--- src/hw/rtl/quaternion_to_euler_angles_assert.svh ---
// Assertion helpers for the quaternion to Euler angle RTL.
// Each macro expects signals named clk and rst_n in the scope where it is used.
`ifndef QUATERNION_TO_EULER_ANGLES_ASSERT_SVH
`define QUATERNION_TO_EULER_ANGLES_ASSERT_SVH

// Condition that must hold at every clock edge outside reset.
`define EUL_ASSERT_ALWAYS(lbl, cond, msg) \
    lbl: assert property (@(posedge clk) disable iff (!rst_n) (cond)) else $error(msg);

// Condition that must hold in the cycle after the trigger.
`define EUL_ASSERT_NEXT(lbl, pre, post, msg) \
    lbl: assert property (@(posedge clk) disable iff (!rst_n) (pre) |=> (post)) else $error(msg);

`endif

--- src/hw/rtl/eul_pkg.sv ---
`timescale 1ns / 1ps
// ----------------------------------------------------------------------------
// eul_pkg
// Widths, data types and the CORDIC angle table of the Euler angle pipeline.
// ----------------------------------------------------------------------------
package eul_pkg;

    localparam int CORDIC_STAGES_DEF = 16;
    localparam int ANG_TABLE_LEN     = 24;

    localparam int OPW    = 36;     // product sums, 2^28 per unit
    localparam int CW     = 38;     // CORDIC x / y datapath
    localparam int ZW     = 34;     // binary angle, 2^32 per turn
    localparam int SQ_W   = 57;     // square root remainder and root
    localparam int SQ_STEPS = 29;   // root bits 28 down to 0
    localparam int SP_W   = 29;     // pitch argument below saturation
    localparam int ROLL_W = 16;
    localparam int PITCH_W = 15;
    localparam int YAW_W  = 16;
    localparam int LIM_FULL = 23040;
    localparam int LIM_HALF = 11520;
    localparam int DEG128_PER_TURN = 46080;

    localparam logic signed [ZW-1:0] QUARTER_TURN = ZW'(64'sd1073741824);

    // one CORDIC cell's state
    typedef struct packed {
        logic signed [CW-1:0] x;
        logic signed [CW-1:0] y;
        logic signed [ZW-1:0] z;
        logic                 zf;   // both operands zero
    } cord_t;

    // operands carried beside the square root chain
    typedef struct packed {
        logic signed [OPW-1:0]  sr;
        logic signed [OPW-1:0]  cr;
        logic signed [OPW-1:0]  sy;
        logic signed [OPW-1:0]  cy;
        logic signed [SP_W-1:0] sp;
        logic                   sat_pos;
        logic                   sat_neg;
    } side_t;

    // atan(2^-i) as a binary angle
    function automatic logic signed [ZW-1:0] eul_atan(input int idx);
        logic signed [ZW-1:0] a;
        case (idx)
            0:  a = ZW'(64'sd536870912);
            1:  a = ZW'(64'sd316933406);
            2:  a = ZW'(64'sd167458907);
            3:  a = ZW'(64'sd85004756);
            4:  a = ZW'(64'sd42667331);
            5:  a = ZW'(64'sd21354465);
            6:  a = ZW'(64'sd10679838);
            7:  a = ZW'(64'sd5340245);
            8:  a = ZW'(64'sd2670163);
            9:  a = ZW'(64'sd1335087);
            10: a = ZW'(64'sd667544);
            11: a = ZW'(64'sd333772);
            12: a = ZW'(64'sd166886);
            13: a = ZW'(64'sd83443);
            14: a = ZW'(64'sd41722);
            15: a = ZW'(64'sd20861);
            16: a = ZW'(64'sd10430);
            17: a = ZW'(64'sd5215);
            18: a = ZW'(64'sd2608);
            19: a = ZW'(64'sd1304);
            20: a = ZW'(64'sd652);
            21: a = ZW'(64'sd326);
            22: a = ZW'(64'sd163);
            23: a = ZW'(64'sd81);
            default: a = '0;
        endcase
        return a;
    endfunction

endpackage

--- src/hw/rtl/eul_sqrt_cell.sv ---
`timescale 1ns / 1ps
// ----------------------------------------------------------------------------
// eul_sqrt_cell
// One digit of the restoring square root; carries the other operands along.
// ----------------------------------------------------------------------------
module eul_sqrt_cell
    import eul_pkg::*;
#(
    parameter int STEP = 0
)
(
    input  logic            clk,
    input  logic            en,
    input  logic [SQ_W-1:0] n_in,
    input  logic [SQ_W-1:0] r_in,
    input  side_t           side_in,
    output logic [SQ_W-1:0] n_out,
    output logic [SQ_W-1:0] r_out,
    output side_t           side_out
);

    localparam logic [SQ_W-1:0] BIT = SQ_W'(1) << (2 * STEP);

    logic [SQ_W-1:0] n_reg, n_next;
    logic [SQ_W-1:0] r_reg, r_next;
    side_t           side_reg;
    logic [SQ_W:0]   trial;

    always_comb
    begin
        trial = {1'b0, r_in} + {1'b0, BIT};
        if ({1'b0, n_in} >= trial)
        begin
            n_next = n_in - trial[SQ_W-1:0];
            r_next = (r_in >> 1) + BIT;
        end
        else
        begin
            n_next = n_in;
            r_next = r_in >> 1;
        end
    end

    always_ff @(posedge clk)
    begin
        if (en)
        begin
            n_reg    <= n_next;
            r_reg    <= r_next;
            side_reg <= side_in;
        end
    end

    assign n_out    = n_reg;
    assign r_out    = r_reg;
    assign side_out = side_reg;

endmodule

--- config.mk ---
export PLATFORM = sky130hd
export DESIGN_NAME = eul_sqrt_cell
export DESIGN_NICKNAME = d
export VERILOG_FILES = /design/src/hw/rtl/quaternion_to_euler_angles_assert.svh /design/src/hw/rtl/eul_pkg.sv /design/src/hw/rtl/eul_sqrt_cell.sv
export SDC_FILE = /design/constraint.sdc
export NUM_CORES = 1
export LEC_CHECK = 0
export BUFFER_PORTS_ARGS = -buffer_cell sky130_fd_sc_hd__buf_4
export CORE_AREA = 2 2 229 231
export CTS_CLUSTER_DIAMETER = 120
export DETAILED_ROUTE_END_ITERATION = 6
export DIE_AREA = 0 0 231 233
export GPL_TIMING_DRIVEN = 0
export SYNTH_ARGS = -nofsm -noshare
export SYNTH_HDL_FRONTEND = slang
export SYNTH_SLANG_ARGS = --single-unit
--- constraint.sdc ---
create_clock -name clk -period 6.5 [get_ports clk]
set_clock_uncertainty 0.05 [all_clocks]
set_input_delay 0.975 -clock clk [delete_from_list [all_inputs] [get_ports clk]]
set_output_delay 0.975 -clock clk [all_outputs]
set_load 0.01 [all_outputs]
======== After elaboration in Yosys (flattened, before gate mapping) ========
Index checks and enable logic that the tools add are counted.
word-level totals
  register bits after elaboration ......... 289
operators by class
  add/subtract/negate cells ............... 3
  $lt $le $gt $ge ......................... 1
  muxes and demuxes ....................... 2
operator list
  operator                                        count
  adder 57 x 1 -> 58 bit (second input constant)  1
  >= comparator 57 x 58 -> 1 bit                  1
  adder 56 x 1 -> 57 bit (second input constant)  1
  2-to-1 mux 57 bit                               1
  subtractor 57 bit                               1
  2-to-1 mux 56 bit                               1

======== Longest topological paths before layout ========
  word-level depth ........................ 3
  depth in mapped cells ................... 25

======== Least setup slack after synthesis ========
No wires, ideal clock.
  path type ............................... in2reg
  start ................................... input port r_in[10]
  end ..................................... register n_reg[47] (netlist: n_out[47]), data pin
  setup time .............................. 0.261 ns
  arrival time ............................ 5.537 ns
  slack ................................... 0.652 ns
  stages .................................. 23
  path buffers ............................ 4
  cell sequence ........................... and3_1 and2_1 nand3_1 nor3_1 nor3b_2 nand3_1 nor2_1 nand2_1 xor2_1 ha_1 clkbuf_1 a21oi_1 o21bai_1 a21o_1 a211oi_1 o21bai_1 a2111oi_0 o32a_4 or2_1 buf_6 buf_6 buf_4 o21ai_0
on the way
  cells in the longest elaborated chain, start to end .. 3
  elaborated cells between the ends (all ways) .. 4
  those cells by class .................... add/sub: 2; order compare: 1; mux: 1
RTL lines
  what                                                                        line                                      text
  start: declaration                                                          eul_sqrt_cell.sv:15                       input logic [SQ_W-1:0] r_in,
  adder 57 x 1 -> 58 bit *                                                    eul_sqrt_cell.sv:31                       trial = {1'b0, r_in} + {1'b0, BIT};
  subtractor 57 bit / >= comparator 57 x 58 -> 1 bit (equally long branches)  eul_sqrt_cell.sv:34, eul_sqrt_cell.sv:32
  2-to-1 mux 57 bit *                                                         eul_sqrt_cell.sv:32                       if ({1'b0, n_in} >= trial)
  named net n_next[47]                                                        eul_sqrt_cell.sv:24                       logic [SQ_W-1:0] n_reg, n_next;
  end signal: assignment                                                      eul_sqrt_cell.sv:48                       n_reg <= n_next;
  end: declaration                                                            eul_sqrt_cell.sv:24
Mark *: on every way through the listed nets, which the timed path passes. The rest lies on a longest branch.
A chain may end at the register's enable or synchronous reset.

======== Worst setup path after layout ========
  start ................................... input port r_in[10]
  end ..................................... register r_reg[52] (netlist: r_out[52]), data pin
on the way
  cells in the longest elaborated chain, start to end .. 3
  elaborated cells between the ends (all ways) .. 4
  those cells by class .................... add/sub: 2; order compare: 1; mux: 1
RTL lines
  what                            line                 text
  adder 57 x 1 -> 58 bit          eul_sqrt_cell.sv:31
  >= comparator 57 x 58 -> 1 bit  eul_sqrt_cell.sv:32
  2-to-1 mux 56 bit *             eul_sqrt_cell.sv:32
  named net r_next[52]            eul_sqrt_cell.sv:25  logic [SQ_W-1:0] r_reg, r_next;
  end signal: assignment          eul_sqrt_cell.sv:49  r_reg <= r_next;
  end: declaration                eul_sqrt_cell.sv:25
Marks and branches as above.

==> out/metrics.cfg <==
[outcome]
status = finished, final reports clean

[timing]
hold_viol = 0
worst_pin_slew_ns = 0.909
setup_viol_count_final = 0
period_share_pct = 94.9
max_clock_freq_ghz = 0.162
slew_violations = 0
period_needed_ns = 6.17
fin_ws_ns = 0.333
max-slew-margin-rel_pct = 39.4
whs_ns = 0.534

[logic_synthesis]
yosysUniqueCellTypes = 62
synth-seq-cells = 289
synth_top_cell_area_share_pct = 58.2
yosysSeqAreaShare_pct = 58.2
synth.largest_area_cell = edfxtp_1
yosys.cell_count.top_type = edfxtp_1
ys_top_cells_by_area = edfxtp_1, xor2_1, ha_1
synthCells = 1270
synth_area_per_cell_um2 = 11.7
syn-cell-area_mm2 = 0.0149
synth_edf_count = 289
ys.flop_type = edfxtp_1
yosys-top-cells-count = edfxtp_1, nand2_1, nor2_1, a21oi_1, xor2_1
syn-num-nets = 1621
async_flop_share_pct = 0
ys_warn_count = 0

[place]
dp_hpwl_um = 55500
portBuffers = 570
gp_congestion = 0.901
preCtsSetupSlack_ns = -2.08

[grt]
grt_max_degree = 110
antenna_found_initial = 12
grt_pass1_wl_um = 93300
track_usage_pct = 24.5
first_global_vias = 12700
grt_overflow_total = 0

[cts]
clk_pin_slew_ns = 0.06
htreeDepth = 2
cts-root-buf = clkbuf_16
cts_tree = yes
cts_sinks = 289
cts_made_buffers = 37
clock_path_buffers = 3

[drt]
drt-total-wl_um = 68400
drc = 0
num_vias = 12900
via_per_inst = 4.96
drt_iter0_drc = 755
wl_per_cell_um = 26.3
final_antenna_net_count = 0
firstDrtPassIters = 5

[critical_path]
path_cells = buf_4, and3_1, and2_1, nand3_1, or4_1, nor3_2, nand4_1, xor2_1, ha_1, clkbuf_1, and3_1, nand3_1, nor2_1, nand4_1, nor3_2, a2111oi_1, o32a_4, nor2_2, buf_2, nand3_1, xnor2_1
slowest_stage = or4_1
endpoint_kind = flop
crit_top_cell = nand3_1
crit_required_ns = 6.76
worstPathArrival_ns = 6.43
crit_start = r_in[10]
crit_fanout = 10
path_delay_family = simple AND/OR/NAND/NOR gates
path_buf_inv = 3
worstSetupPathType = in2reg
start_kind = input port
cpPeakStageDelay_ns = 0.61

[floorplanning]
num_rows = 83
dieArea_mm2 = 0.0538
core_mm2 = 0.0511
dieHeight_um = 233
ios = 580
dieWidth_um = 231
start_util_pct = 29.2

[min_path]
hold_depth = 1
worstHoldStart = side_in[94]
min_path_type = in2reg
whs_endpoint = side_out[94]$_DFFE_PP_

[final_layout]
num-nets-final = 2237
area_delta_synth_final_pct = 43.4
drive_above_1_share_pct = 35.9

[power_and_ir_drop]
power.static_leakage_nw = 8.74
peakVddDrop_mv = 0.148
pwr_density_cell_mw_per_mm2 = 257

[flow_run]
maxCapViolCount = 0

==> logic make-up after synthesis <==
kind of cell               after synthesis  synth area share (%)
and+or+nand+nor                        435                  14.7
adders and majority gates               60                  5.09
xor gates and xnor gates               162                  9.52
DFF                                    289                  58.2
buffers and inverters                   71                  2.09
AOI/OAI and AO/OA                      253                  10.4
==> layer usage <==
layer / track usage [%] / up-vias / share of wire, %
met5: 0 / - / 0.079
met4: 8.47 / 8 / 3.3
met3: 5.37 / 96 / 6.3
met2: 41.0 / 484 / 49
met1: 31.1 / 6335 / 42
li1: - / 5963 / -
==> cell usage in the layout, fill, tap and decap left out, types with 9 or more instances in the layout <==
cell type and instances:
a21o_1 32, a21oi_1 100, a31oi_1 11, and2_1 11
and3_1 30, buf_2 10, buf_4 576, clkbuf_1 41
clkbuf_16 38, clkinv_1 9, edfxtp_1 289, ha_1 59
inv_1 16, nand2_1 119, nand2b_1 9, nand3_1 52
nand4_1 35, nor2_1 107, nor3_1 18, nor3_2 9
o21ai_0 57, o21bai_1 11, xnor2_1 67, xor2_1 94
==> through the flow <==
step	area, um2	util [%]	total power [mW]	cells	TNS (ns)
floorplan	14900	-	2.85	1270	0
finish	21400	41.8	5.49	2598	0
CTS	21300	41.7	5.55	2589	0
global placement	20000	39.2	3.55	2520	-174.89
detailed placement	20100	39.3	3.55	2522	-176.11
global route	21400	41.8	5.71	2598	-0.0105
==> how the worst max path moves through the flow <==
stage | depth (start not counted) | slack, ns | endpoint
after floorplan | 23 | 0.65 | n_out[47]$_DFFE_PP_
after global placement | 23 | -2.08 | n_out[56]$_DFFE_PP_
after detailed placement | 23 | -2.08 | n_out[56]$_DFFE_PP_
after CTS | 23 | 0.03 | n_out[56]$_DFFE_PP_
after global routing | 24 | -0.01 | n_out[41]$_DFFE_PP_
final | 21 | 0.33 | r_out[52]$_DFFE_PP_
==> timing repair <==
action,CTS,global route
hold buffers,0,0
cloned,0,0
setup endpoints to repair,114,95
pin swaps,0,4
buffers inserted,1,4
resized for setup,13,11
==> area by class of cell <==
class | instances | area [um2]
Fill cell | 5016 | 29700
Sequential cell | 289 | 8680
Multi-Input combinational cell | 910 | 5990
Timing Repair Buffer | 577 | 4380
Clock buffer | 45 | 977
Tap cell | 680 | 851
Buffer | 55 | 264
Clock inverter | 21 | 158
Inverter | 16 | 60.1
Antenna cell | 5 | 12.5
==> registers in the layout, summed over array words and instances (netlist names) <==
name,cells
side_out,175
r_out,57
n_out,57
==> report_power, final <==
group	switching (mW)	internal, mW
Combinational	0.678	0.517
Clock	0.855	1.12
Sequential	0.0612	2.26
No activity file was read; power rests on OpenSTA's default activity.
